**src/prbc_pkg.sv**
```systemverilog
// Shared widths, codes and payload types of the partition bounds checker.
package prbc_pkg;

	localparam int START_W   = 32;
	localparam int BYTES_W   = 24;
	localparam int OFF_W     = 32;
	localparam int BPS_W     = 7;
	localparam int SPC_W     = 24;
	localparam int CYL_W     = 32;
	localparam int VERDICT_W = 2;

	localparam int BLOCK_SHIFT  = 9;
	localparam int LABEL_SECTOR = 1;
	localparam int BLK_MASK     = (1 << BLOCK_SHIFT) - 1;

	localparam int SCALED_W  = OFF_W + BPS_W;
	localparam int ABS_W     = SCALED_W + 1;
	localparam int END_W     = ABS_W + 1;
	localparam int LEN_W     = BYTES_W - BLOCK_SHIFT + 1;
	localparam int TRUNC_W   = BYTES_W - BLOCK_SHIFT;
	localparam int DIV_STEPS = ABS_W;

	localparam int ADDR_W = 4;
	localparam int DATA_W = 32;
	localparam int IDX_W  = 2;

	localparam logic [IDX_W-1:0] REG_BPS = 2'd0;
	localparam logic [IDX_W-1:0] REG_SPC = 2'd1;
	localparam logic [IDX_W-1:0] REG_RAW = 2'd2;

	localparam logic [BPS_W-1:0] BPS_RESET = 7'd1;

	localparam logic [VERDICT_W-1:0] VERDICT_ACCEPT  = 2'd0;
	localparam logic [VERDICT_W-1:0] VERDICT_EOP     = 2'd1;
	localparam logic [VERDICT_W-1:0] VERDICT_INVALID = 2'd2;
	localparam logic [VERDICT_W-1:0] VERDICT_REFUSED = 2'd3;

	typedef struct packed {
		logic [START_W-1:0] start_block;
		logic [BYTES_W-1:0] byte_count;
		logic               is_read;
		logic               label_write_enabled;
		logic [OFF_W-1:0]   partition_offset;
		logic [OFF_W-1:0]   partition_size;
	} req_t;

	typedef struct packed {
		logic [BPS_W-1:0] blocks_per_sector;
		logic [SPC_W-1:0] sectors_per_cylinder;
		logic [OFF_W-1:0] raw_partition_offset;
	} cfg_t;

	typedef struct packed {
		logic [VERDICT_W-1:0] verdict;
		logic [BYTES_W-1:0]   adjusted;
		logic [BYTES_W-1:0]   resid;
	} side_t;

	typedef struct packed {
		logic [SPC_W-1:0] rem;
		logic [ABS_W-1:0] quo;
		side_t            side;
	} cell_t;

endpackage

```
**src/prbc_cfg.sv**
```systemverilog
// APB register file for block factor, geometry and raw partition offset.
module prbc_cfg (
	input  logic                          clk,
	input  logic                          arst_n,
	input  logic                          psel,
	input  logic                          penable,
	input  logic                          pwrite,
	input  logic [prbc_pkg::ADDR_W-1:0]   paddr,
	input  logic [prbc_pkg::DATA_W-1:0]   pwdata,
	output logic [prbc_pkg::DATA_W-1:0]   prdata,
	output logic                          pready,
	output prbc_pkg::cfg_t                cfg
);

	prbc_pkg::cfg_t                 cfg_q;
	logic                           wr_en;
	logic [prbc_pkg::IDX_W-1:0]     idx;

	assign pready = 1'b1;
	assign wr_en  = psel && penable && pwrite;
	assign idx    = paddr[prbc_pkg::ADDR_W-1:prbc_pkg::ADDR_W-prbc_pkg::IDX_W];
	assign cfg    = cfg_q;

	always_ff @(posedge clk or negedge arst_n) begin
		if (!arst_n) begin
			cfg_q.blocks_per_sector    <= prbc_pkg::BPS_RESET;
			cfg_q.sectors_per_cylinder <= '0;
			cfg_q.raw_partition_offset <= '0;
		end else if (wr_en) begin
			case (idx)
				prbc_pkg::REG_BPS: begin
					cfg_q.blocks_per_sector <= pwdata[prbc_pkg::BPS_W-1:0];
				end
				prbc_pkg::REG_SPC: begin
					cfg_q.sectors_per_cylinder <= pwdata[prbc_pkg::SPC_W-1:0];
				end
				prbc_pkg::REG_RAW: begin
					cfg_q.raw_partition_offset <= pwdata[prbc_pkg::OFF_W-1:0];
				end
				default: begin
				end
			endcase
		end
	end

	always_comb begin
		case (idx)
			prbc_pkg::REG_BPS: prdata = prbc_pkg::DATA_W'(cfg_q.blocks_per_sector);
			prbc_pkg::REG_SPC: prdata = prbc_pkg::DATA_W'(cfg_q.sectors_per_cylinder);
			prbc_pkg::REG_RAW: prdata = prbc_pkg::DATA_W'(cfg_q.raw_partition_offset);
			default:           prdata = '0;
		endcase
	end

endmodule

```
**config.mk**
```make
export PLATFORM = sky130hd
export DESIGN_NAME = prbc_cfg
export DESIGN_NICKNAME = d
export VERILOG_FILES = /design/src/prbc_pkg.sv /design/src/prbc_cfg.sv
export SDC_FILE = /design/constraint.sdc
export NUM_CORES = 1
export LEC_CHECK = 0
export ABC_AREA = 0
export CORE_MARGIN = 3
export CORE_UTILIZATION = 56
export CTS_CLUSTER_SIZE = 10
export DETAILED_ROUTE_END_ITERATION = 7
export DONT_BUFFER_PORTS = 1
export HOLD_SLACK_MARGIN = 0.1
export MAX_ROUTING_LAYER = met4
export PLACE_DENSITY = 0.86
export SLEW_MARGIN = 25
export SYNTH_ARGS = -nofsm -noshare
export SYNTH_HDL_FRONTEND = slang
export SYNTH_SLANG_ARGS = --single-unit
```
**constraint.sdc**
```tcl
create_clock -name clk -period 1.57 [get_ports clk]
set_input_delay 0.3925 -clock clk [delete_from_list [all_inputs] [get_ports clk]]
set_output_delay 0.3925 -clock clk [all_outputs]
set_load 0.02 [all_outputs]
```
### Yosys cells after proc, flatten, opt, wreduce, memory -nomap -nowiden

Cells that the tools add are included.

* reduce and logical (&&, ||, !) cells: 6
* muxes and demuxes: 1
* equality and inequality tests: 2

Operators by type and width (count)
* 32-bit case mux with 3 select lines: 1
* 2-bit AND reduction: 3
* 2-bit by 1-bit == test with 1-bit output (second input constant): 1
* 2-bit == test (second input constant): 1
* 1-bit logical AND: 2
* 2-bit logical NOT: 1

* output and inout bits: 96
* register bits: 63
* bits of input ports: 41

### Longest topological paths before layout

* depth in word-level cells: 3
* depth in mapped cells: 6
* depth with buffers taken out: 3

### Worst setup path before layout

No wires, ideal clock.

* kind: in2out
* start point: in paddr[2] (netlist bit)
* end point: out prdata[0] (netlist bit)
* cell stages on the path: 6
* path slack: -0.180 ns
* arrival time: 1.357 ns
* path buffers: 3
* data required time: 1.177 ns
* path through: buf_2 nor2b_1 clkbuf_1 buf_2 nand2_1 o21ai_0

* longest elaborated chain between the ends: 2
* elaborated cells on any way between the ends: 4
* classes of those cells: eq/ne (2); mux (1); reduce/logical (1)

Ends and longest elaborated chain
* start: declaration: RTL line prbc_cfg.sv:8 `input logic [prbc_pkg::ADDR_W-1:0] paddr,`
* 2-bit == test, or another cell as far along: RTL line prbc_cfg.sv:47 `case (idx)`
* 32-bit case mux with 3 select lines *: RTL line prbc_cfg.sv:47
* end: declaration: RTL line prbc_cfg.sv:10 `output logic [prbc_pkg::DATA_W-1:0] prdata,`

Every way passes the cells marked *; elsewhere a longest branch is shown, timed or not.

### Worst setup path in the final report

* start point: reg cfg_q (netlist bit cfg[56])
* end point: out prdata[0] (netlist bit)

* longest elaborated chain between the ends: 1

Ends and longest elaborated chain
* start: declaration: RTL line prbc_cfg.sv:15 `prbc_pkg::cfg_t cfg_q;`
* 32-bit case mux with 3 select lines: RTL line prbc_cfg.sv:47

Every way passes these cells.

==> flow_metrics.py <==
metrics = {
    "outcome": {
        "status": "complete, but fails checks",
        "violations": "hold timing, setup timing",
    },
    "power_and_ir_drop": {
        "switchingPower_mw": 1.90,
        "power_leakage_nw": 1.51,
        "power.share.combinational": 0.161,
        "peakVddDrop_mv": 0.865,
        "switching_share": 0.344,
        "internal_power_mw": 3.64,
        "clockPowerShare": 0.311,
        "seqPwrFrac": 0.528,
        "powerDensity_nw_per_um2": 1660,
    },
    "placement": {
        "hpwl_um": 4540,
        "post_dp_cell_area_um2": 3060,
        "gp_routability_congestion": 0.759,
        "port-buffer-count": 0,
    },
    "clocking": {
        "clkTransAtPathRegs_ns": 0.07,
        "numCtsBuffers": 9,
        "cts_root_buffer": "clkbuf_8",
        "clockBufferDepth": 2,
        "h-tree-depth": 3,
        "post_cts_buffers": 0,
        "insertion_delay_ns": 0.33,
        "cts.sinks": 63,
        "cts_tree": "built",
    },
    "floorplan": {
        "die_area_um2": 6020,
        "pin_count": 137,
        "core.rowCount": 25,
        "core_um2": 4850,
        "die_h_um": 77.6,
        "die_w_um": 77.6,
        "initial_core_util": 0.592,
    },
    "worst_setup_path": {
        "critPathRequiredTime_ns": 1.18,
        "startpoint_type": "flip-flop",
        "end_kind": "primary output",
        "r2r_slack_ns": 0.65,
        "path_class": "flip-flop to primary output",
        "cp_data_arrival_time_ns": 1.31,
        "cp_max_fo": 3,
        "reg2regPathDepth": 1,
        "worstReg2RegEnd": "cfg[52]",
        "reg2reg_from": "cfg[52]",
    },
    "synthesis": {
        "synth_fp_nets": 235,
        "ys_seq_area_frac": 0.550,
        "synth-edff-count": 0,
        "synth_cell_types": 20,
        "ys.flop_type": "dfrtp_1",
        "synth.cell_area_um2": 2870,
        "yosys_warnings": 0,
        "synth-async-reset-ratio": 1.00,
        "synth.avg_cell_area_um2": 14.8,
        "syn_inst": 194,
        "synth-seq-cells": 63,
    },
    "global_route": {
        "grt_overflow": 0,
        "grt_pass1_wl_um": 10600,
        "grt_pass1_vias": 1955,
        "grt_max_degree": 64,
        "grt_antenna_before_repair": 0,
        "grt_usage": 0.238,
    },
    "layout": {
        "synthToLayoutAreaGrowth_pct": 16.6,
        "utilization": 0.690,
        "largest_register_ffs": 63,
        "drive_above_1_share": 0.663,
        "diodes": 0,
        "stdcell_area_um2": 3350,
        "nNetsFinal": 238,
    },
    "sta": {
        "setup_ws_ns": -0.137,
        "fin_worst_skew_ns": 0,
        "rsz0062_at_grt": "true",
        "finalCriticalPeriod_ns": 1.71,
        "maxSlewViolCount": 0,
        "whs_ns": -0.251,
        "setup_violations": 1,
        "hold_violations": 63,
        "period_share": 1.09,
        "max_freq_mhz": 586,
    },
    "route": {
        "via_per_inst": 6.16,
        "drc": 0,
        "antenna_left": 0,
        "firstDrtPassIters": 3,
        "drtIter0Drc": 88,
        "drt-wirelength-per-cell_um": 24.5,
        "drt-total-wl_um": 6600,
        "num_vias": 1658,
    },
    "flow_run": {
        "drv_cap": 0,
    },
    "worst_hold_path": {
        "holdCritPathClass": "input port to asynchronous set/reset pin",
    },
}
[how the worst max path moves through the flow]
stage                   from    endpoint  slack, ns  depth (start not counted)
finish               cfg[56]   prdata[0]      -0.14                          2
global route         cfg[56]   prdata[0]      -0.18                          2
CTS                  cfg[56]   prdata[0]      -0.14                          2
detailed placement    pwrite     cfg[49]     -0.008                          4
global placement      pwrite     cfg[39]       0.01                          4
floorplan           paddr[2]  prdata[11]      -0.02                          5
[worst max-delay path, stage by stage (launching register included)]
cell and delay (ns):
dfstp_2 0.62, mux2i_2 0.11, o21ai_2 0.25
[power groups by stage]
stage               Combinational [mW]  Sequential, mW  Clock (mW)
global placement                 0.836            2.89           0
finish                           0.892            2.93        1.72
CTS                              0.891            2.92        1.75
detailed placement               0.882            2.93           0
global route                     0.956            2.98        1.83
floorplan                        0.811            2.79           0
[cell type report]
class | count | area (um2)
sequential | 63 | 1600
fill | 328 | 1500
tap | 67 | 83.8
timing repair buffer | 7 | 77.6
multi-input combinational | 116 | 1340
clock buffer | 11 | 141
clock inverter | 5 | 105
[cells in the mapped netlist (2+ instances only)]
library cell | count | area [um2]
o21ai_0 | 7 | 35.0
dfrtp_1 | 62 | 1550
nor2b_1 | 2 | 12.5
mux2i_1 | 7 | 70.1
mux2_4 | 20 | 300
buf_4 | 5 | 37.5
nand2_1 | 7 | 26.3
a22o_1 | 17 | 149
mux2_2 | 43 | 484
clkbuf_1 | 4 | 15.0
buf_2 | 3 | 15.0
buf_12 | 2 | 40.0
and2_1 | 8 | 50.1
[through the flow]
stage	instances	setup TNS, ns	worst slack [ns]	hold WS (ns)	power [mW]
final	269	-0.137	-0.137	-0.251	5.54
after global routing	269	-0.253	-0.185	-0.275	5.77
after floorplan	194	-0.195	-0.0183	0.0969	3.60
after detailed placement	253	-0.0363	-0.00838	0.0985	3.81
after CTS	269	-0.141	-0.141	-0.271	5.57
after global placement	253	0	0.0132	0.0984	3.73
[logic make-up after synthesis]
group | count (synthesis) | synth area share
AOI/OAI and AO/OA | 24 | 0.0641
other | 1 | 0.00131
DFF | 63 | 0.550
buffers and inverters | 15 | 0.0414
muxes | 70 | 0.298
and+or+nand+nor | 21 | 0.0454
[placed cells by master (no fill, tap or decap), drive strengths merged]
cell type / netlist / routed
buf: 11 / 7
nor3: 1 / 1
nor3b: 1 / 1
conb: 1 / 1
and2: 8 / 8
nand3: 1 / 1
clkinvlp: 0 / 2
dfrtp: 62 / 62
bufinv: 0 / 3
a22o: 17 / 17
o21ai: 7 / 7
dfstp: 1 / 1
mux2i: 7 / 7
nand2: 7 / 7
mux2: 63 / 63
nor2b: 2 / 2
clkbuf: 4 / 11
or3b: 1 / 1
[metal layers]
metal / wire length (um) / share of wire / vias to the layer above / global-route usage
met2: 3500 / 0.53 / 82 / 0.408
li1: - / - / 699 / -
met5: 0 / 0 / - / -
met3: 525 / 0.080 / 11 / 0.0742
met1: 2480 / 0.38 / 866 / 0.261
met4: 98 / 0.015 / 0 / 0.0854
[what timing repair did]
| item | in CTS | in global routing |
|---|---|---|
| setup endpoints to repair | 8 | 12 |
| gates resized for setup | 14 | 9 |
| hold endpoints to repair | 63 | 63 |
No activity file was read; power rests on OpenSTA's default activity.
