**config.mk**
```make
export PLATFORM = sky130hd
export DESIGN_NAME = prbc_front
export DESIGN_NICKNAME = d
export VERILOG_FILES = /design/src/prbc_pkg.sv /design/src/prbc_front.sv
export SDC_FILE = /design/constraint.sdc
export NUM_CORES = 2
export LEC_CHECK = 0
export BUFFER_PORTS_ARGS = -buffer_cell sky130_fd_sc_hd__buf_2
export CORE_MARGIN = 1
export CORE_UTILIZATION = 65
export DETAILED_ROUTE_END_ITERATION = 8
export PLACE_DENSITY = 0.83
export SYNTH_ARGS = -nofsm -noshare
export SYNTH_HDL_FRONTEND = slang
export SYNTH_SLANG_ARGS = --single-unit
```
**constraint.sdc**
```tcl
create_clock -name clk -period 9.23 [get_ports clk]
set_input_delay 0.4615 -clock clk [delete_from_list [all_inputs] [get_ports clk]]
set_output_delay 0.4615 -clock clk [all_outputs]
set_load 0.02 [all_outputs]
```
**src/prbc_pkg.sv**
```systemverilog
// Shared widths, codes and payload types of the partition bounds checker.
package prbc_pkg;

	localparam int START_W   = 32;
	localparam int BYTES_W   = 24;
	localparam int OFF_W     = 32;
	localparam int BPS_W     = 7;
	localparam int SPC_W     = 24;
	localparam int CYL_W     = 32;
	localparam int VERDICT_W = 2;

	localparam int BLOCK_SHIFT  = 9;
	localparam int LABEL_SECTOR = 1;
	localparam int BLK_MASK     = (1 << BLOCK_SHIFT) - 1;

	localparam int SCALED_W  = OFF_W + BPS_W;
	localparam int ABS_W     = SCALED_W + 1;
	localparam int END_W     = ABS_W + 1;
	localparam int LEN_W     = BYTES_W - BLOCK_SHIFT + 1;
	localparam int TRUNC_W   = BYTES_W - BLOCK_SHIFT;
	localparam int DIV_STEPS = ABS_W;

	localparam int ADDR_W = 4;
	localparam int DATA_W = 32;
	localparam int IDX_W  = 2;

	localparam logic [IDX_W-1:0] REG_BPS = 2'd0;
	localparam logic [IDX_W-1:0] REG_SPC = 2'd1;
	localparam logic [IDX_W-1:0] REG_RAW = 2'd2;

	localparam logic [BPS_W-1:0] BPS_RESET = 7'd1;

	localparam logic [VERDICT_W-1:0] VERDICT_ACCEPT  = 2'd0;
	localparam logic [VERDICT_W-1:0] VERDICT_EOP     = 2'd1;
	localparam logic [VERDICT_W-1:0] VERDICT_INVALID = 2'd2;
	localparam logic [VERDICT_W-1:0] VERDICT_REFUSED = 2'd3;

	typedef struct packed {
		logic [START_W-1:0] start_block;
		logic [BYTES_W-1:0] byte_count;
		logic               is_read;
		logic               label_write_enabled;
		logic [OFF_W-1:0]   partition_offset;
		logic [OFF_W-1:0]   partition_size;
	} req_t;

	typedef struct packed {
		logic [BPS_W-1:0] blocks_per_sector;
		logic [SPC_W-1:0] sectors_per_cylinder;
		logic [OFF_W-1:0] raw_partition_offset;
	} cfg_t;

	typedef struct packed {
		logic [VERDICT_W-1:0] verdict;
		logic [BYTES_W-1:0]   adjusted;
		logic [BYTES_W-1:0]   resid;
	} side_t;

	typedef struct packed {
		logic [SPC_W-1:0] rem;
		logic [ABS_W-1:0] quo;
		side_t            side;
	} cell_t;

endpackage

```
**src/prbc_front.sv**
```systemverilog
// Three-stage bounds check: scaling, sums and compares, verdict select.
module prbc_front (
	input  logic                clk,
	input  logic                arst_n,
	input  logic                en,
	input  logic                in_valid,
	input  prbc_pkg::req_t      in_req,
	input  prbc_pkg::cfg_t      cfg,
	output logic                out_valid,
	output prbc_pkg::cell_t     out_cell
);

	localparam int SCALED_W = prbc_pkg::SCALED_W;
	localparam int ABS_W    = prbc_pkg::ABS_W;
	localparam int END_W    = prbc_pkg::END_W;
	localparam int LEN_W    = prbc_pkg::LEN_W;
	localparam int TRUNC_W  = prbc_pkg::TRUNC_W;
	localparam int BYTES_W  = prbc_pkg::BYTES_W;
	localparam int START_W  = prbc_pkg::START_W;

	// stage 1: scaled partition numbers, label block, length in blocks
	logic                  v_s1;
	logic [START_W-1:0]    start_s1;
	logic [BYTES_W-1:0]    bytes_s1;
	logic                  rd_s1;
	logic                  wl_s1;
	logic [SCALED_W-1:0]   poff_s1;
	logic [SCALED_W-1:0]   psize_s1;
	logic [ABS_W-1:0]      label_s1;
	logic [LEN_W-1:0]      len_s1;
	logic [BYTES_W:0]      len_sum;

	assign len_sum = (BYTES_W+1)'(in_req.byte_count) + (BYTES_W+1)'(prbc_pkg::BLK_MASK);

	always_ff @(posedge clk or negedge arst_n) begin
		if (!arst_n) begin
			v_s1 <= 1'b0;
		end else if (en) begin
			v_s1 <= in_valid;
		end
	end

	always_ff @(posedge clk) begin
		if (en) begin
			start_s1 <= in_req.start_block;
			bytes_s1 <= in_req.byte_count;
			rd_s1    <= in_req.is_read;
			wl_s1    <= in_req.label_write_enabled;
			poff_s1  <= SCALED_W'(in_req.partition_offset) * SCALED_W'(cfg.blocks_per_sector);
			psize_s1 <= SCALED_W'(in_req.partition_size) * SCALED_W'(cfg.blocks_per_sector);
			label_s1 <= ABS_W'(SCALED_W'(cfg.raw_partition_offset)
				* SCALED_W'(cfg.blocks_per_sector)) + ABS_W'(prbc_pkg::LABEL_SECTOR);
			len_s1   <= len_sum[BYTES_W:prbc_pkg::BLOCK_SHIFT];
		end
	end

	// stage 2: absolute block, request ends, overrun tests
	logic                  v_s2;
	logic [BYTES_W-1:0]    bytes_s2;
	logic                  rd_s2;
	logic                  wl_s2;
	logic [ABS_W-1:0]      abs_s2;
	logic [ABS_W-1:0]      label_s2;
	logic [END_W-1:0]      end_a_s2;
	logic [END_W-1:0]      end_b_s2;
	logic                  over_s2;
	logic                  below_s2;
	logic                  eq_s2;
	logic [TRUNC_W-1:0]    diff_s2;

	always_ff @(posedge clk or negedge arst_n) begin
		if (!arst_n) begin
			v_s2 <= 1'b0;
		end else if (en) begin
			v_s2 <= v_s1;
		end
	end

	always_ff @(posedge clk) begin
		if (en) begin
			bytes_s2 <= bytes_s1;
			rd_s2    <= rd_s1;
			wl_s2    <= wl_s1;
			abs_s2   <= ABS_W'(start_s1) + ABS_W'(poff_s1);
			label_s2 <= label_s1;
			end_a_s2 <= END_W'(start_s1) + END_W'(poff_s1) + END_W'(len_s1);
			end_b_s2 <= END_W'(psize_s1) + END_W'(poff_s1);
			over_s2  <= (ABS_W'(start_s1) + ABS_W'(len_s1)) > ABS_W'(psize_s1);
			below_s2 <= SCALED_W'(start_s1) > psize_s1;
			eq_s2    <= SCALED_W'(start_s1) == psize_s1;
			diff_s2  <= psize_s1[TRUNC_W-1:0] - start_s1[TRUNC_W-1:0];
		end
	end

	// stage 3: verdict, loaded into the head of the divider chain
	prbc_pkg::side_t       side_d;
	logic [END_W-1:0]      end_sel;
	logic                  v_s3;
	prbc_pkg::cell_t       cell_s3;

	always_comb begin
		side_d.verdict  = prbc_pkg::VERDICT_ACCEPT;
		side_d.adjusted = bytes_s2;
		side_d.resid    = '0;
		end_sel         = over_s2 ? end_b_s2 : end_a_s2;
		if (cfg.sectors_per_cylinder == '0) begin
			side_d.verdict = prbc_pkg::VERDICT_INVALID;
		end else if (over_s2 && eq_s2) begin
			side_d.verdict = prbc_pkg::VERDICT_EOP;
			side_d.resid   = bytes_s2;
		end else if (over_s2 && below_s2) begin
			side_d.verdict = prbc_pkg::VERDICT_INVALID;
		end else begin
			if (over_s2) begin
				side_d.adjusted = {diff_s2, prbc_pkg::BLOCK_SHIFT'(0)};
			end
			if (abs_s2 <= label_s2 && end_sel > END_W'(label_s2) && !rd_s2 && !wl_s2) begin
				side_d.verdict  = prbc_pkg::VERDICT_REFUSED;
				side_d.adjusted = bytes_s2;
			end
		end
	end

	always_ff @(posedge clk or negedge arst_n) begin
		if (!arst_n) begin
			v_s3 <= 1'b0;
		end else if (en) begin
			v_s3 <= v_s2;
		end
	end

	always_ff @(posedge clk) begin
		if (en) begin
			cell_s3.rem  <= '0;
			cell_s3.quo  <= abs_s2;
			cell_s3.side <= side_d;
		end
	end

	assign out_valid = v_s3;
	assign out_cell  = cell_s3;

endmodule

```
# [Word-level counts from Yosys, hierarchy flattened]
# Cells that the tools add are included.
[op_classes] eq_ne=1 mul=3 n_reduce_logical=9 magnitude_cmp=4 addsub=8 muxes=9 bitwise=1
[op_table] operator="$mul A32 B7 Y39" n=3
[op_table] operator="$mux W24" n=4
[op_table] operator="$add A32 B39 Y40" n=2
[op_table] operator="$mux W48" n=1
[op_table] operator="$add A40 B16 Y41" n=1
[op_table] operator="$gt A41 B40 Y1" n=1
[op_table] operator="$mux W41" n=1
[op_table] operator="$add A39 B1 Y40 const B" n=1
[op_table] operator="$add A39 B39 Y40" n=1
[op_table] operator="$le A40 B40 Y1" n=1
[op_table] operator="$eq A32 B39 Y1" n=1
[op_table] operator="$gt A32 B39 Y1" n=1
[op_table] operator="$gt A33 B39 Y1" n=1
[op_table] operator="$add A32 B16 Y33" n=1
[op_table] operator="$mux W26" n=1
[op_table] operator="$add A24 B9 Y25 const B" n=1
[op_table] operator="$logic_not A24 Y1" n=1
[op_table] operator="$sub A15 B15 Y15" n=1
[op_table] operator="$logic_and A1 B1 Y1" n=5
[op_table] operator="$mux W2" n=2
[op_table] operator="$logic_not A1 Y1" n=2
[op_table] operator="$reduce_or A2 Y1" n=1
[op_table] operator="$not A1 Y1" n=1
[totals] regBits=491 output_inout_bits=115 inputBits=189 elab_cells=61

# [Longest topological paths before layout]
[depth] word_depth=9 depth_mapped=23

# [Worst setup path after synthesis]
# No wires, ideal clock.
[synth_timing] path_type="input to register" startpoint="in cfg[58] in the netlist's numbering" endpoint="reg psize_s1[37] (data pin)" setup_slack_ns=3.474 path_buffers=2 required_time_ns=8.965 arrival_time_ns=5.491 path_stages=21 setup_ns=0.265 path_cell_list="clkbuf_1 clkbuf_1 and2_1 fa_1 fa_1 fa_1 inv_1 fa_1 inv_1 ha_1 a211oi_2 o21bai_1 a211oi_2 o21ai_1 a31oi_1 a21oi_1 o41a_1 a221o_1 a21oi_2 o21ai_0 xor2_1"
[synth_via] elab_chain_len=1
[synth_rtl] element="from (decl)" line="prbc_front.sv:8" source="input prbc_pkg::cfg_t cfg,"
[synth_rtl] element="$mul A32 B7 Y39" line="prbc_front.sv:50" source="psize_s1 <= SCALED_W'(in_req.partition_size) * SCALED_W'(cfg.blocks_per_sector);"
[synth_rtl] element="to (signal assigned)" line="prbc_front.sv:50"
[synth_rtl] element="to (decl)" line="prbc_front.sv:28" source="logic [SCALED_W-1:0] psize_s1;"
# No other way between the ends.
# A chain may end at the register's enable or synchronous reset.

# [Worst setup path in the final report]
[layout_timing] startpoint="in cfg[62] in the netlist's numbering" endpoint="reg psize_s1[37] (data pin)"
# Same word-level chain as after synthesis.

==> qor.yml <==
grtUsageTotal_pct: 31.6
synth_mux_area_share_pct: 1.39
grt_pass1_vias: 34400
antenna_found_initial: 19
finalMaxSlewViolations: 0
ys_async_sr_fraction_pct: 0.613
critPathMaxStageDelay_ns: 0.77
drc: 0
ir_worst_vdd_v: 0.000191
antenna_left: 0
vias: 33300
ys_seq_area_share_pct: 31.2
power_density_nw_per_um2: 318
area_growth_pct: 8.51
path_max_fanout: 56
ios: 304
drt-initial-drc-count: 2741
finClkSkew_ns: 0.0240
routed_wl_mm: 114
synth_edf_count: 486
critPathKind: "in -> reg"
fp.dieW_um: 271
floorplan.initialDensity_pct: 65.7
top_layer: "met5"
worst_pin_slew_ns: 1.24
min_path_type: "in -> reg"
synth_top_family_by_area: "adder cells"
ys.flop_type: "edfxtp_1"
routabilityCongestion: 0.942
drive_gt1_share_pct: 9.62
met1Wirelength_mm: 47.4
die_h_um: 271
dp_cells: 5581
route.met2.wl_mm: 54.4
endpoint_kind: "flip-flop"
fin_cells: 5679
startpoint_type: "primary input"
viasPerCell: 5.87
syn_inst: 4431
syn_avg_cell_area_um2: 10.6
synth_compound_area_share_pct: 9.62
final_nets: 5808
finalHoldViolations: 0
synth_xor_area_share_pct: 4.60
core_um2: 71600
gr-total-overflow: 0
arrival_ns: 6.76
wl_met3_mm: 9.18
status: "complete, no violations"
tns_ns: 0
netlist_area_um2: 47100
multi_input_area_um2: 29800
grt_max_degree: 200
tritoncts: "built"
yosys.area_share.simple_pct: 14.9
leakage_nw: 23.7
clock_sinks: 489
synth_cell_types: 73
wire_per_inst_um: 20.1
crit_slowest_cell: "buf_2"
crit_top_cell: "fa_1"
synth-seq-cells: 489
final-seq-area_um2: 14700
maxSlewHeadroom_pct: 17.6
clockRootBuffer: "clkbuf_16"
path_cells: "buf_2, buf_4, and2_1, fa_1, fa_1, fa_1, inv_1, fa_1, inv_1, ha_1, a211oi_2, o21bai_1, a211oi_2, o21ai_1, a31oi_1, a21oi_1, o41a_1, a221o_1, a21oi_2, o21ai_0, xor2_1"
clk_pin_slew_ns: 0.07
cts_buffer_depth: 3
cts_setup_buffers: 0
critPathLaunch: "cfg[62]"
cp.required_ns: 9.57
cts_buffers: 48
grt_pass1_wl_mm: 182
final.fill_count: 5136
period_minus_slack_ns: 6.43
rows: 98
yosysWarningCount: 0
r2r_start: "start_s1[1]$_DFFE_PP_"
cap_violations: 0
rsz0062_at_grt: "false"
synthAdderAreaFrac_pct: 32.6
io_buffers: 279
setup_viol: 0
htreeDepth: 2
dieArea_um2: 73500
post-route-period-util_pct: 69.6
timing.fmax_mhz: 156
whs_ns: 0.0340
dr.pass1.iters: 6
insertion_delay_ns: 0.60
dp_hpwl_mm: 89.7
min-delay-start: "in_req[94]"
state kept, by name (all words and copies together), names as in the netlist, 15 cells and up:
register  cells
start_s1     32
psize_s1     39
poff_s1      39
abs_s2       40
end_a_s2     40
diff_s2      15
label_s1     40
label_s2     40
bytes_s1     24
bytes_s2     24
len_s1       16
end_b_s2     40
out_cell     90
area by class of cell:
cell class / count / share of cell area (%)
tap: 950 / 2.33
antenna: 8 / 0.0392
inverter: 565 / 4.15
timing repair buffer: 295 / 3.04
multi-input combinational: 3283 / 58.4
clock inverter: 39 / 0.951
clock buffer: 50 / 2.37
sequential: 489 / 28.7
worst paths after layout:
kind	endpoint	cells after the start	slack, ns
worst max-delay path	psize_s1[37]$_DFFE_PP_	21	2.80
worst min-delay path	start_s1[4]$_DFFE_PP_	1	0.03
worst max register to register	over_s2$_DFFE_PP_	20	3.48
worst min register to register	bytes_s2[13]$_DFFE_PP_	0	0.41
max in group asynchronous	out_valid$_DFFE_PN0P_	2	8.92
min in group asynchronous	v_s2$_DFFE_PN0P_	2	0.20
cell usage after synthesis, drive strengths merged (5+ instances only):
cell    count  area (um^2)
nand4      46          288
edfxtp    486        14600
xor2       74          648
o21ai     117          586
nor2      168          631
or3        10         62.6
and4        8         70.1
a21boi      9         67.6
clkbuf     89          334
mux2       57          642
or2        11         68.8
a211o       5         43.8
and3       33          206
o21bai     23          173
o21a       38          285
nor2b      58          363
o41ai       5         43.8
nand2     273         1020
a21oi     223         1120
o31ai      10         75.1
fa        483         9670
a211oi     17          138
nor3       52          270
a21o      155         1160
nand2b     28          175
inv       565         2120
a31oi      35          225
xnor2     173         1520
a31o        6         52.6
and2      549         3430
buf        28          203
nand3      48          240
ha        454         5680
o211ai     15          113
nor4       12         75.1
stage by stage:
step	setup WS [ns]	instance area (um^2)	total power, W	util [%]
floorplan	3.47	47100	0.0112	-
global placement	2.45	49300	0.0136	68.9
detailed placement	2.34	49300	0.0139	68.9
CTS	2.92	51000	0.0161	71.3
global route	2.56	51100	0.0175	71.3
finish	2.80	51100	0.0162	71.3
placed cells by master, fill, tap and decap left out, drive strengths merged, types with 58 or more instances in the layout:
cell type,Yosys,final
a21o,155,155
fa,483,483
and2,549,549
edfxtp,486,486
inv,565,572
buf,28,294
xnor2,173,173
a21oi,223,223
nand2,273,273
xor2,74,74
nor2,168,168
nor2b,58,58
o21ai,117,117
ha,454,454
per-layer routing:
| layer | vias to the layer above | global-route usage (%) |
|---|---|---|
| li1 | 15400 | - |
| met1 | 16400 | 42.6 |
| met2 | 1310 | 52.4 |
| met3 | 219 | 5.30 |
| met4 | 22 | 9.32 |
| met5 | - | 0 |
repair_timing:
| item | 4_1_cts | 5_1_grt |
|---|---|---|
| setup endpoints to repair | 0 | 0 |
| hold buffers | 1 | 0 |
| gates resized for setup | 0 | 0 |
| hold endpoints to repair | 3 | 0 |
worst max-delay path, delay by kind of cell:
family,cells,cell delay [ns]
compound gates,10,2.29
xor+xnor,1,0.15
simple gates,1,0.22
fa+ha+maj,5,2.25
buf+inv,4,1.38
report_power, final:
group	internal [W]	switching (W)
combinational	0.00405	0.00583
sequential	0.00373	0.000514
clock	0.00122	0.000886
cell families (layout without fill, tap and decap cells):
kind of cell	Yosys count	after routing
xor+xnor	247	247
buf+inv	682	949
other cells	1	32
mux	58	58
flops	489	489
simple gates	1311	1311
fa+ha+maj	937	937
compound gates	706	706
No activity file was read; power rests on OpenSTA's default activity.
