==> config.mk <==
export PLATFORM = sky130hd
export DESIGN_NAME = prbc_div_cell
export DESIGN_NICKNAME = d
export VERILOG_FILES = /design/src/prbc_pkg.sv /design/src/prbc_div_cell.sv
export SDC_FILE = /design/constraint.sdc
export NUM_CORES = 1
export LEC_CHECK = 0
export ABC_AREA = 0
export BUFFER_PORTS_ARGS = -buffer_cell sky130_fd_sc_hd__buf_2
export CORE_MARGIN = 10
export CORE_UTILIZATION = 50
export CTS_BUF_LIST = sky130_fd_sc_hd__clkbuf_8 sky130_fd_sc_hd__clkbuf_16
export DETAILED_ROUTE_END_ITERATION = 16
export GPL_TIMING_DRIVEN = 0
export PLACE_DENSITY = 0.85
export SYNTH_ARGS = -nofsm -noshare
export SYNTH_HDL_FRONTEND = slang
export SYNTH_SLANG_ARGS = --single-unit
==> constraint.sdc <==
create_clock -name clk -period 1.76 [get_ports clk]
set_input_delay 0.176 -clock clk [delete_from_list [all_inputs] [get_ports clk]]
set_output_delay 0.176 -clock clk [all_outputs]
set_load 0.01 [all_outputs]
==> src/prbc_pkg.sv <==
// Shared widths, codes and payload types of the partition bounds checker.
package prbc_pkg;

	localparam int START_W   = 32;
	localparam int BYTES_W   = 24;
	localparam int OFF_W     = 32;
	localparam int BPS_W     = 7;
	localparam int SPC_W     = 24;
	localparam int CYL_W     = 32;
	localparam int VERDICT_W = 2;

	localparam int BLOCK_SHIFT  = 9;
	localparam int LABEL_SECTOR = 1;
	localparam int BLK_MASK     = (1 << BLOCK_SHIFT) - 1;

	localparam int SCALED_W  = OFF_W + BPS_W;
	localparam int ABS_W     = SCALED_W + 1;
	localparam int END_W     = ABS_W + 1;
	localparam int LEN_W     = BYTES_W - BLOCK_SHIFT + 1;
	localparam int TRUNC_W   = BYTES_W - BLOCK_SHIFT;
	localparam int DIV_STEPS = ABS_W;

	localparam int ADDR_W = 4;
	localparam int DATA_W = 32;
	localparam int IDX_W  = 2;

	localparam logic [IDX_W-1:0] REG_BPS = 2'd0;
	localparam logic [IDX_W-1:0] REG_SPC = 2'd1;
	localparam logic [IDX_W-1:0] REG_RAW = 2'd2;

	localparam logic [BPS_W-1:0] BPS_RESET = 7'd1;

	localparam logic [VERDICT_W-1:0] VERDICT_ACCEPT  = 2'd0;
	localparam logic [VERDICT_W-1:0] VERDICT_EOP     = 2'd1;
	localparam logic [VERDICT_W-1:0] VERDICT_INVALID = 2'd2;
	localparam logic [VERDICT_W-1:0] VERDICT_REFUSED = 2'd3;

	typedef struct packed {
		logic [START_W-1:0] start_block;
		logic [BYTES_W-1:0] byte_count;
		logic               is_read;
		logic               label_write_enabled;
		logic [OFF_W-1:0]   partition_offset;
		logic [OFF_W-1:0]   partition_size;
	} req_t;

	typedef struct packed {
		logic [BPS_W-1:0] blocks_per_sector;
		logic [SPC_W-1:0] sectors_per_cylinder;
		logic [OFF_W-1:0] raw_partition_offset;
	} cfg_t;

	typedef struct packed {
		logic [VERDICT_W-1:0] verdict;
		logic [BYTES_W-1:0]   adjusted;
		logic [BYTES_W-1:0]   resid;
	} side_t;

	typedef struct packed {
		logic [SPC_W-1:0] rem;
		logic [ABS_W-1:0] quo;
		side_t            side;
	} cell_t;

endpackage

==> src/prbc_div_cell.sv <==
// One restoring-division cell: resolves one quotient bit and passes on.
module prbc_div_cell (
	input  logic                          clk,
	input  logic                          arst_n,
	input  logic                          en,
	input  logic [prbc_pkg::SPC_W-1:0]    divisor,
	input  logic                          in_valid,
	input  prbc_pkg::cell_t               in_cell,
	output logic                          out_valid,
	output prbc_pkg::cell_t               out_cell
);

	localparam int SPC_W = prbc_pkg::SPC_W;
	localparam int ABS_W = prbc_pkg::ABS_W;

	logic [SPC_W:0]   trial;
	logic [SPC_W:0]   diff;
	logic             ge;
	logic             valid_q;
	prbc_pkg::cell_t  cell_q;

	assign trial = {in_cell.rem, in_cell.quo[ABS_W-1]};
	assign diff  = trial - {1'b0, divisor};
	assign ge    = trial >= {1'b0, divisor};

	always_ff @(posedge clk or negedge arst_n) begin
		if (!arst_n) begin
			valid_q <= 1'b0;
		end else if (en) begin
			valid_q <= in_valid;
		end
	end

	always_ff @(posedge clk) begin
		if (en) begin
			cell_q.rem  <= ge ? diff[SPC_W-1:0] : trial[SPC_W-1:0];
			cell_q.quo  <= {in_cell.quo[ABS_W-2:0], ge};
			cell_q.side <= in_cell.side;
		end
	end

	assign out_valid = valid_q;
	assign out_cell  = cell_q;

endmodule
-- After elaboration in Yosys (flattened, before gate mapping)
Cells that the tools add are included.
- input port bits: 142
- word-level logic and storage cells: 9
- bits in registers: 115
- output and inout port bits: 115
- muxes and demuxes: 1
- add/subtract/negate cells: 1
- $lt $le $gt $ge: 1
- operators by type and width (operator ; number):
    25-bit by 24-bit >= comparator with 1-bit output ; 1
    24-bit two-way mux ; 1
    24-bit subtractor ; 1

-- Logic depth before layout (Yosys ltp)
Gate-level depths: netlist of run 1.
- depth in word-level cells: 2
- mapped depth: 11
- gate-level depth less buffers: 9

-- Worst setup path before layout of run 1
Ideal clock, no wire load.
- path type: input to register
- start: in divisor[9] (netlist bit)
- end: reg cell_q, in the netlist out_cell[100], data pin
- setup time: 260 ps
- data arrival time: 2093 ps
- buffers on the path: 2
- stages on the path: 11
- setup slack: -593 ps
- cell sequence: inv_1 > ha_1 > buf_6 > and4_4 > and3_4 > a311oi_2 > a21bo_2 > nor2_8 > inv_6 > buf_12 > mux2_4
- cells in the longest elaborated chain, start to end: 2
- elaborated cells between the ends (all ways): 3
- those cells by class: add/sub: 1; order compare: 1; mux: 1
- ends and longest elaborated chain (element ; line ; text):
    from (decl) ; prbc_div_cell.sv:6 ; input logic [prbc_pkg::SPC_W-1:0] divisor,
    25-bit by 24-bit >= comparator with 1-bit output ; prbc_div_cell.sv:24 ; assign ge = trial >= {1'b0, divisor};
    via ge ; prbc_div_cell.sv:18 ; logic ge;
    24-bit two-way mux ; prbc_div_cell.sv:36 ; cell_q.rem <= ge ? diff[SPC_W-1:0] : trial[SPC_W-1:0];
    to (decl) ; prbc_div_cell.sv:20 ; prbc_pkg::cell_t cell_q;
The timed path passes the listed nets, and every way through them passes these cells.
A chain may end at the register's enable or synchronous reset.

-- Worst setup path in the final report of run 1
- start: in divisor[1] (netlist bit)
- end: reg cell_q, in the netlist out_cell[102], data pin
Same word-level chain as after synthesis.

==> results of run 1 <==
[synthesized netlist by cell type (all sizes together) (2+ instances only)]
| library cell | instances |
|---|---|
| edfxtp | 114 |
| inv | 34 |
| a21oi | 24 |
| ha | 24 |
| nand2 | 16 |
| nand3 | 16 |
| o21ai | 15 |
| nor3 | 13 |
| mux2 | 11 |
| nor2 | 11 |
| buf | 9 |
| o21a | 9 |
| xnor2 | 8 |
| and3 | 7 |
| nand4 | 7 |
| o31ai | 7 |
| clkbuf | 6 |
| a21boi | 4 |
| nor2b | 4 |
| o221ai | 4 |
| o31a | 4 |
| or3 | 4 |
| a2111oi | 3 |
| a211oi | 3 |
| a31oi | 3 |
| o2111ai | 3 |
| o211ai | 3 |
| xor2 | 3 |
| and2 | 2 |
| and4 | 2 |
| nor3b | 2 |
| o211a | 2 |
| o21bai | 2 |
| or2 | 2 |
[routing by layer]
| metal | track usage | up-vias |
|---|---|---|
| li1 | - | 2390 |
| met1 | 0.3442 | 2902 |
| met2 | 0.5648 | 695 |
| met3 | 0.09915 | 199 |
| met4 | 0.1391 | 0 |
| met5 | 0 | - |
[final cells by class]
cell class	instances	area [um^2]	share of cell area
Inverter	34	142.6	0.01477
Sequential cell	115	3448	0.3570
Timing Repair Buffer	412	2809	0.2908
Multi-Input combinational cell	231	2364	0.2447
Clock buffer	17	414.1	0.04288
Clock inverter	15	227.7	0.02358
Buffer	6	72.57	0.007514
Tap cell	140	175.2	0.01814
Antenna cell	2	5.005	0.0005182
[power breakdown]
group / internal, mW / switching (mW) / leakage, nW
clock network: 2.46 / 1.42 / 0.311
registers: 3.33 / 0.104 / 1.13
logic: 1.05 / 1.21 / 2.67
[worst max path at each step]
stage,slack [ps],end,cells past startpoint
finish,-270,out_cell[102],11
global route,-310,out_cell[102],11
CTS,-8,out_cell[94],10
detailed placement,-900,out_cell[102],12
global placement,-860,out_cell[100],12
floorplan,-490,out_cell[100],9
[metrics by stage]
| step | util | TNS, ps | hold slack, ps |
|---|---|---|---|
| finish | 0.8988 | -4560 | 18.13 |
| global route | 0.8986 | -5722 | 14.70 |
| CTS | 0.8638 | -17.72 | 0.2268 |
| detailed placement | 0.6557 | -18930 | -36.28 |
| global placement | 0.6529 | -90830 | -48.69 |
| floorplan | - | -8017 | -119.6 |
[state kept, by name, indices dropped and copies added (netlist names)]
register and cells:
out_cell 114, out_valid 1
[critical path, stage by stage]
cell	delay [ps]
buf_6	80
inv_1	50
ha_1	310
nor2b_4	200
o21bai_4	110
a2111oi_4	480
o311a_4	270
nor2_8	40
clkinv_4	70
buf_12	150
mux2_4	330
[cells by family (layout without fill, tap and decap cells)]
group                    after synthesis  in the layout  synth area share
flip-flops                           115            115            0.6328
AO/OA/AOI/OAI                         96             96            0.1334
AND/OR/NAND/NOR                       88             88           0.08817
buffers and inverters                 49            484           0.04294
adder cells (fa/ha/maj)               25             25           0.05878
XOR/XNOR                              11             11           0.01768
multiplexers                          11             11           0.02618
other                                  0              2                 0
[timing repair]
item | CTS | global route
gates cloned | 0 | 2
setup endpoints to repair | 25 | 24
setup buffers | 40 | 13
resized for setup | 77 | 64
pin swaps | 31 | 18
hold buffers | 100 | 1
endpoints found under the hold margin | 99 | 1
==> metrics.cfg, run 1 <==
[outcome]
status=finished, violations left
violations=setup timing

[routing]
drt-total-wl_um=29310
drt_iter0_drc=1070
dr_wl_met3_um=3420
routedWlPerCell_um=30.15
first_pass_iters=6
wl_met1_um=9578
drtAntennaViolNets=0
vias_per_cell=6.364
drc=0
dr_wl_met2_um=14260
num_vias=6186
top_layer=met4

[setup_path]
worst_setup_path_start_kind=primary input
end_kind=flop
worstSetupPathType=in2reg
regToRegEndpoint=out_valid
rr_startpoint=out_valid
crit_arrival_ps=2300
worst-r2r-setup-slack_ps=970
required_ps=2020
critPathLaunch=divisor[1]
worstRegToRegCells=1
crit_fanout=7

[clock_network]
clkLatencyLatePin_ps=510
clkSinkCount=115
htree_levels=4
cts.clk_slew.worst_paths_ps=70
cts_tree=done
clock_tree.buffer_depth=2
numCtsBuffers=17
cts_root_buf=clkbuf_8

[cells_and_area]
final_common_cell=buf_2
fillerInstances=402
fin_nets=984
drive_gt1_frac=0.5422
syn2layout_area_growth_pct=77.24
design_area_um2=9658
fin_cells=972
mostFrequentLayoutCells=buf_2 (245), edfxtp_1 (114), dlygate4sd3_1 (101)

[sta]
max_clock_freq_mhz=491.9
final.min_clock_period_ps=2033
fin_worst_skew_ps=0
relSlewSlack=0.6608
hold_viol_final=0
setup_violations=25
finalCritPeriodShare=1.155
worstMarginPinSlew_ps=508.8
rsz0062_at_grt=true
slew_viol_final=0
fin_ws_ps=-273.1

[die]
die_x_um=124.4
io_pins=257
core_area_um2=10750
start_util=0.5071
die-height_um=124.4
dieArea_um2=15470
rows=38

[yosys]
yosys-top-cells-area=edfxtp_1 (63%), ha_1 (5.5%), inv_1 (2.3%)
yosysWarnings=0
syn-cell-area_um2=5449
synth.net_count=562
synth_top_area_frac=0.6282
synth_cell_types=61
synth_cells=395
synth-edff-count=114
synth.avg_cell_area_um2=13.79
synthFlopType=edfxtp_1
ys_seq_elements=115
ys_seq_area_frac=0.6328
synth.largest_area_cell=edfxtp_1
async_flop_share=0.008696

[grt]
grt-ovfl-total=0
grt_util_all_layers=0.3199
grt_pass1_wl_um=38120
grt_pass1_vias=5857
grt_max_degree=83
antenna_found_initial=1

[flow_run]
drv_cap=0

[pwr]
power_mw=9.571
powerDensity_nw_per_um2=991.0
peakVddDrop_mv=0.7923
p_leak_nw=4.105

[placed_design]
gp_congestion=0.8919
place_ws_ps=-899.7
placed_cells=792
portBuffers=256
place_hpwl_um=14880
placedInstanceArea_um2=7046

[min_path]
hold_depth=2
hp-class=in2reg
min_from=in_cell[105]
whs_endpoint=out_cell[106]

Power figures use the tool's default switching activity.
==> inputs of run 2 (changes only) <==
- CORE_ASPECT_RATIO: default -> 1.25
==> run 2 against run 1 <==
Effect of this change:
- the flow still finishes with violations (setup timing)
- power fell by 0.30%
- worst setup slack got worse by 56 ps
- combinational power barely moved
- critical path type unchanged
- highest routed layer unchanged
==> metrics.cfg, run 2 (synthesis gave the netlist of run 1 again) <==
[die]
io_pins=257  ; unchanged
core_area_um2=10620  ; -1.2%
dieArea_um2=15500  ; +0.16%
rows=42  ; +11%
start_util=0.5133  ; +0.006216
die_x_um=113.4  ; -8.9%
die-height_um=136.7  ; +9.9%

[cells_and_area]
largest_reg_flops=114  ; unchanged
fin_cells=959  ; -1.3%
final_common_cell=buf_2
fin_nets=979  ; -0.51%
syn2layout_area_growth_pct=76.72
drive_gt1_frac=0.5697  ; +0.02753
utilization=0.9071  ; +0.008307
mostFrequentLayoutCells=buf_2 (240), edfxtp_1 (114), dlygate4sd3_1 (90)
fillerInstances=399  ; -0.75%

[placed_design]
placed_cells=784  ; -1.0%
portBuffers=256  ; unchanged
gp_congestion=0.9478  ; +6.3%
place_hpwl_um=15080  ; +1.3%

[sta]
rsz0062_at_grt=true
hold_viol_final=0  ; unchanged
max_clock_freq_mhz=478.7  ; -2.7%
slew_viol_final=0  ; unchanged
worstMarginPinSlew_ps=596.8  ; +87.99 ps
fin_worst_skew_ps=0  ; unchanged
tns_ps=-5388  ; -827.3 ps
fin_ws_ps=-329.1  ; -55.96 ps
finalCritPeriodShare=1.187  ; +0.03180
whs_ps=56.92  ; +38.79 ps
setup_violations=25  ; unchanged
final.min_clock_period_ps=2089  ; +55.96 ps
relSlewSlack=0.5980  ; -0.06287

[setup_path]
cp_cell_sequence=buf_2 > inv_1 > ha_2 > nand4_1 > nor3_2 > a311oi_2 > a21bo_4 > nor2_8 > clkinv_4 > buf_4 > mux2_4
cp_slowest_cell=mux2_4
worst_setup_path_start_kind=primary input
worst-r2r-setup-slack_ps=970  ; about the same
worstSetupPathType=in2reg
cpPeakStageDelay_ps=330  ; -150 ps
end_kind=flop
crit_arrival_ps=2250  ; -50 ps
required_ps=1920  ; -100 ps
crit_fanout=6  ; -1

[clock_network]
cts_tree=done
htree_levels=4  ; unchanged
numCtsBuffers=17  ; unchanged
cts.clk_slew.worst_paths_ps=60  ; about the same
clkLatencyLatePin_ps=410  ; -100 ps
clock_tree.buffer_depth=2  ; unchanged
clkSinkCount=115  ; unchanged
cts_root_buf=clkbuf_16

[grt]
grt_util_all_layers=0.3174  ; -0.002411
grt_pass1_wl_um=36880  ; -3.3%
grt_pass1_vias=5815  ; -0.72%
grt_max_degree=82  ; -1.2%
grt-ovfl-total=0  ; unchanged
antenna_found_initial=1  ; unchanged

[routing]
drt_iter0_drc=847  ; -21%
drc=0  ; unchanged
drt-total-wl_um=29330  ; about the same
num_vias=5936  ; -4.0%
drtAntennaViolNets=0  ; unchanged
routedWlPerCell_um=30.58  ; +1.4%
first_pass_iters=7  ; +1
vias_per_cell=6.190  ; -2.7%

[pwr]
p_leak_nw=4.069  ; -0.87%
power_mw=9.543  ; -0.30%
peakVddDrop_mv=0.8283  ; +4.6%
powerDensity_nw_per_um2=991.0  ; about the same

[flow_run]
drv_cap=0  ; unchanged

[outcome]
violations=setup timing
status=finished, violations left

[min_path]
hp-class=in2reg

-- run 2: power by group --
group	total (mW)	internal, mW	switching [mW]	leakage, nW
clock	3.85	2.39	1.46	0.306
combinational	2.26	1.06	1.21	2.64
sequential	3.43	3.33	0.105	1.13
total	9.54	6.77	2.77	4.07
-- run 2: layout make-up --
type                    count  area (um^2)  area share
clock buffers              17        425.4     0.04418
clock inverters            15        205.2     0.02131
inverters                  34        142.6     0.01481
multi-input cells         231         2402      0.2495
well taps                 132        165.2     0.01715
flip-flops and latches    115         3448      0.3581
repair buffers            406         2749      0.2855
plain buffers               7        86.33    0.008966
diodes                      2        5.005   0.0005198
-- run 2: critical path, delay by kind of cell --
| kind | cells | cell delay [ps] |
|---|---|---|
| and+or+nand+nor | 3 | 390 |
| buffers and inverters | 4 | 430 |
| muxes | 1 | 330 |
| adders and majority gates | 1 | 320 |
| AOI/OAI and AO/OA | 2 | 580 |
-- run 2: path summary, 6_finish.rpt --
check | to | startpoint | depth (start not counted)
worst min-delay path | out_valid | in_valid | 2
min in group asynchronous | out_valid | arst_n | 2
max in group asynchronous | out_valid | arst_n | 2
worst min register to register | out_valid | out_valid | 1
worst max register to register | out_valid | out_valid | 1
worst max-delay path | out_cell[94] | divisor[22] | 11
-- run 2: what timing repair did --
item,in CTS,in global routing
hold endpoints to repair,90,0
hold buffers,90,0
endpoints found under the setup margin,25,25
buffers inserted,46,14
pin swaps,40,16
gates resized for setup,109,45
cloned,1,0
-- run 2: metrics by stage --
stage | setup slack [ps] | cell area [um^2]
after CTS | -130.2 | 9356
after global placement | -933.1 | 7005
final | -329.1 | 9629
after global routing | -345.7 | 9627
after detailed placement | -899.4 | 7036
after floorplan | -494.3 | 5559
-- run 2: layer usage --
metal | global-route usage | vias up | wire length, um
met1 | 0.3438 | 2781 | 9600
li1 | - | 2364 | -
met5 | 0 | - | 0
met3 | 0.1099 | 176 | 3463
met2 | 0.5593 | 615 | 14350
met4 | 0.1194 | 0 | 1909
==> inputs of run 3 (changes only) <==
- REMOVE_ABC_BUFFERS: default -> 1
==> run 3 against run 2 <==
Effect of this change:
- the run still ends with setup timing left
- critical endpoint is now out_cell[96]
- register-to-register slack gained 40 ps
- final area shrank 1.1%
- flip-flop and latch count is the same
- via count grew 2.8%
- non-clock buffer count shrank 23
- maximum frequency shrank 0.40%
- count of clock-buffer cells in the layout is the same
- hold slack lost 51 ps
- clock skew is the same
- critical path depth shrank 2
==> metrics.cfg, run 3 (synthesis gave the netlist of run 1 again) <==
[sta]
fin_worst_skew_ps=0  ; unchanged
relSlewSlack=0.6106  ; +0.01261
setup_violations=25  ; unchanged
finalCritPeriodShare=1.192  ; +0.004741
rsz0062_at_grt=true
max_clock_freq_mhz=476.8  ; -0.40%
hold_viol_final=0  ; unchanged
slew_viol_final=0  ; unchanged
final.min_clock_period_ps=2097  ; +8.345 ps
fin_ws_ps=-337.4  ; -8.345 ps
worstMarginPinSlew_ps=584.1  ; -12.61 ps

[placed_design]
place_hpwl_um=14760  ; -2.1%
place_ws_ps=-1037  ; -137.2 ps
portBuffers=256  ; unchanged
gp_congestion=0.9418  ; -0.63%

[routing]
wl_met1_um=9686  ; +0.90%
drt_iter0_drc=938  ; +11%
vias_per_cell=6.504  ; +5.1%
num_vias=6101  ; +2.8%
drc=0  ; unchanged
drt-total-wl_um=30110  ; +2.7%
top_layer=met5
routedWlPerCell_um=32.10  ; +5.0%
first_pass_iters=6  ; -1
drtAntennaViolNets=0  ; unchanged
dr_wl_met3_um=4066  ; +17%
dr_wl_met2_um=14160  ; -1.3%

[grt]
antenna_found_initial=2  ; +1
grt_util_all_layers=0.3414  ; +0.02394
grt_max_degree=77  ; -6.1%
grt_pass1_wl_um=39290  ; +6.5%
grt_pass1_vias=5958  ; +2.5%
grt-ovfl-total=0  ; unchanged

[cells_and_area]
syn2layout_area_growth_pct=74.76
utilization=0.8971  ; -0.01002
final_common_cell=buf_2
fin_nets=957  ; -2.2%
drive_gt1_frac=0.5479  ; -0.02175
largest_reg_flops=114  ; unchanged
mostFrequentLayoutCells=buf_2 (241), edfxtp_1 (114), dlygate4sd3_1 (90)

[die]
dieArea_um2=15500  ; unchanged
core_area_um2=10620  ; unchanged
start_util=0.5133  ; unchanged
die_x_um=113.4  ; unchanged
io_pins=257  ; unchanged
die-height_um=136.7  ; unchanged
rows=42  ; unchanged

[outcome]
violations=setup timing
status=finished, violations left

[pwr]
powerDensity_nw_per_um2=991.2  ; about the same
p_leak_nw=4.005  ; -1.6%
peakVddDrop_mv=1.127  ; +36%

[setup_path]
worst_setup_path_start_kind=primary input
cpPeakStageDelay_ps=420  ; +90 ps
worstSetupPathType=in2reg
cp_slowest_cell=ha_1
required_ps=1930  ; about the same
end_kind=flop
cp_cell_sequence=buf_2 > ha_1 > nand2_2 > nor2_1 > and2_1 > o311a_4 > nor2_8 > inv_8 > mux2_4
crit_arrival_ps=2260  ; about the same
crit_fanout=7  ; +1
worst-r2r-setup-slack_ps=1010  ; +40 ps

[clock_network]
clkSinkCount=115  ; unchanged
clock_tree.buffer_depth=2  ; unchanged
clkLatencyLatePin_ps=420  ; about the same
numCtsBuffers=17  ; unchanged
cts_tree=done
cts.clk_slew.worst_paths_ps=70  ; about the same
htree_levels=4  ; unchanged
cts_root_buf=clkbuf_16

[flow_run]
drv_cap=0  ; unchanged

[min_path]
hp-class=in2reg

## run 3: changes by cell type in the layout (fill, tap and decap cells not counted), moves of 3 or more
cell | before | now
buf_4 | 61 | 33
inv_2 | 12 | 6
ha_4 | 22 | 17
inv_1 | 19 | 24
a21oi_2 | 9 | 5
ha_2 | 2 | 6
nor3_1 | 10 | 6
buf_12 | 1 | 4
mux2_2 | 4 | 1
mux2_4 | 7 | 10
## run 3: area by class of cell
| cell class | count | area [um^2] |
|---|---|---|
| Multi-Input combinational cell | 231 | 2431 |
| Timing Repair Buffer | 390 | 2706 |
| Clock buffer | 17 | 425.4 |
| Clock inverter | 15 | 182.7 |
| Timing Repair inverter | 1 | 11.26 |
| Sequential cell | 115 | 3448 |
| Inverter | 34 | 145.1 |
| Tap cell | 132 | 165.2 |
| Antenna cell | 3 | 7.507 |
| Fill cell | 409 | 1092 |
## run 3: path summary, 6_finish.rpt
kind	from	endpoint	cells past startpoint
setup / recovery	in_cell[111]	out_cell[96]	9
hold / removal	in_valid	out_valid	2
setup reg to reg	out_valid	out_valid	1
hold reg to reg	out_valid	out_valid	1
max in group asynchronous	arst_n	out_valid	2
min in group asynchronous	arst_n	out_valid	2
## run 3: critical path, delay by kind of cell
kind            cells  cell delay, ps
simple gates        4             800
buf+inv             2             240
mux                 1             330
compound gates      1             270
fa+ha+maj           1             420
## run 3: timing repair
action / CTS / global route
endpoints found under the setup margin: 25 / 25
hold buffers: 90 / 0
resized for setup: 99 / 74
buffers inserted: 25 / 18
gates cloned: 1 / 0
pin swaps: 21 / 38
endpoints found under the hold margin: 90 / 0
## run 3: stage by stage
step	setup TNS, ps	power (mW)	cells	area (um^2)	hold slack [ps]
4_1_cts	-2848	8.793	918	9040	4.523
2_1_floorplan	-15880	4.163	380	5348	-119.6
3_5_place_dp	-23100	4.838	770	6839	-47.44
5_1_grt	-6490	9.623	936	9518	15.86
6_report	-6767	9.439	938	9523	5.777
3_3_place_gp	-105660	4.798	768	6794	-49.02
## run 3: routing by layer
metal  track usage  vias to the layer above
met5             0                        -
met4        0.1857                        2
met3        0.1305                      216
met2        0.5792                      728
met1        0.3588                     2826
li1              -                     2329
## run 3: where the power goes
group	internal (mW)	total, mW	switching (mW)	leakage (nW)
logic	1.02	2.25	1.23	2.59
registers	3.33	3.44	0.111	1.13
clock network	2.24	3.75	1.51	0.292
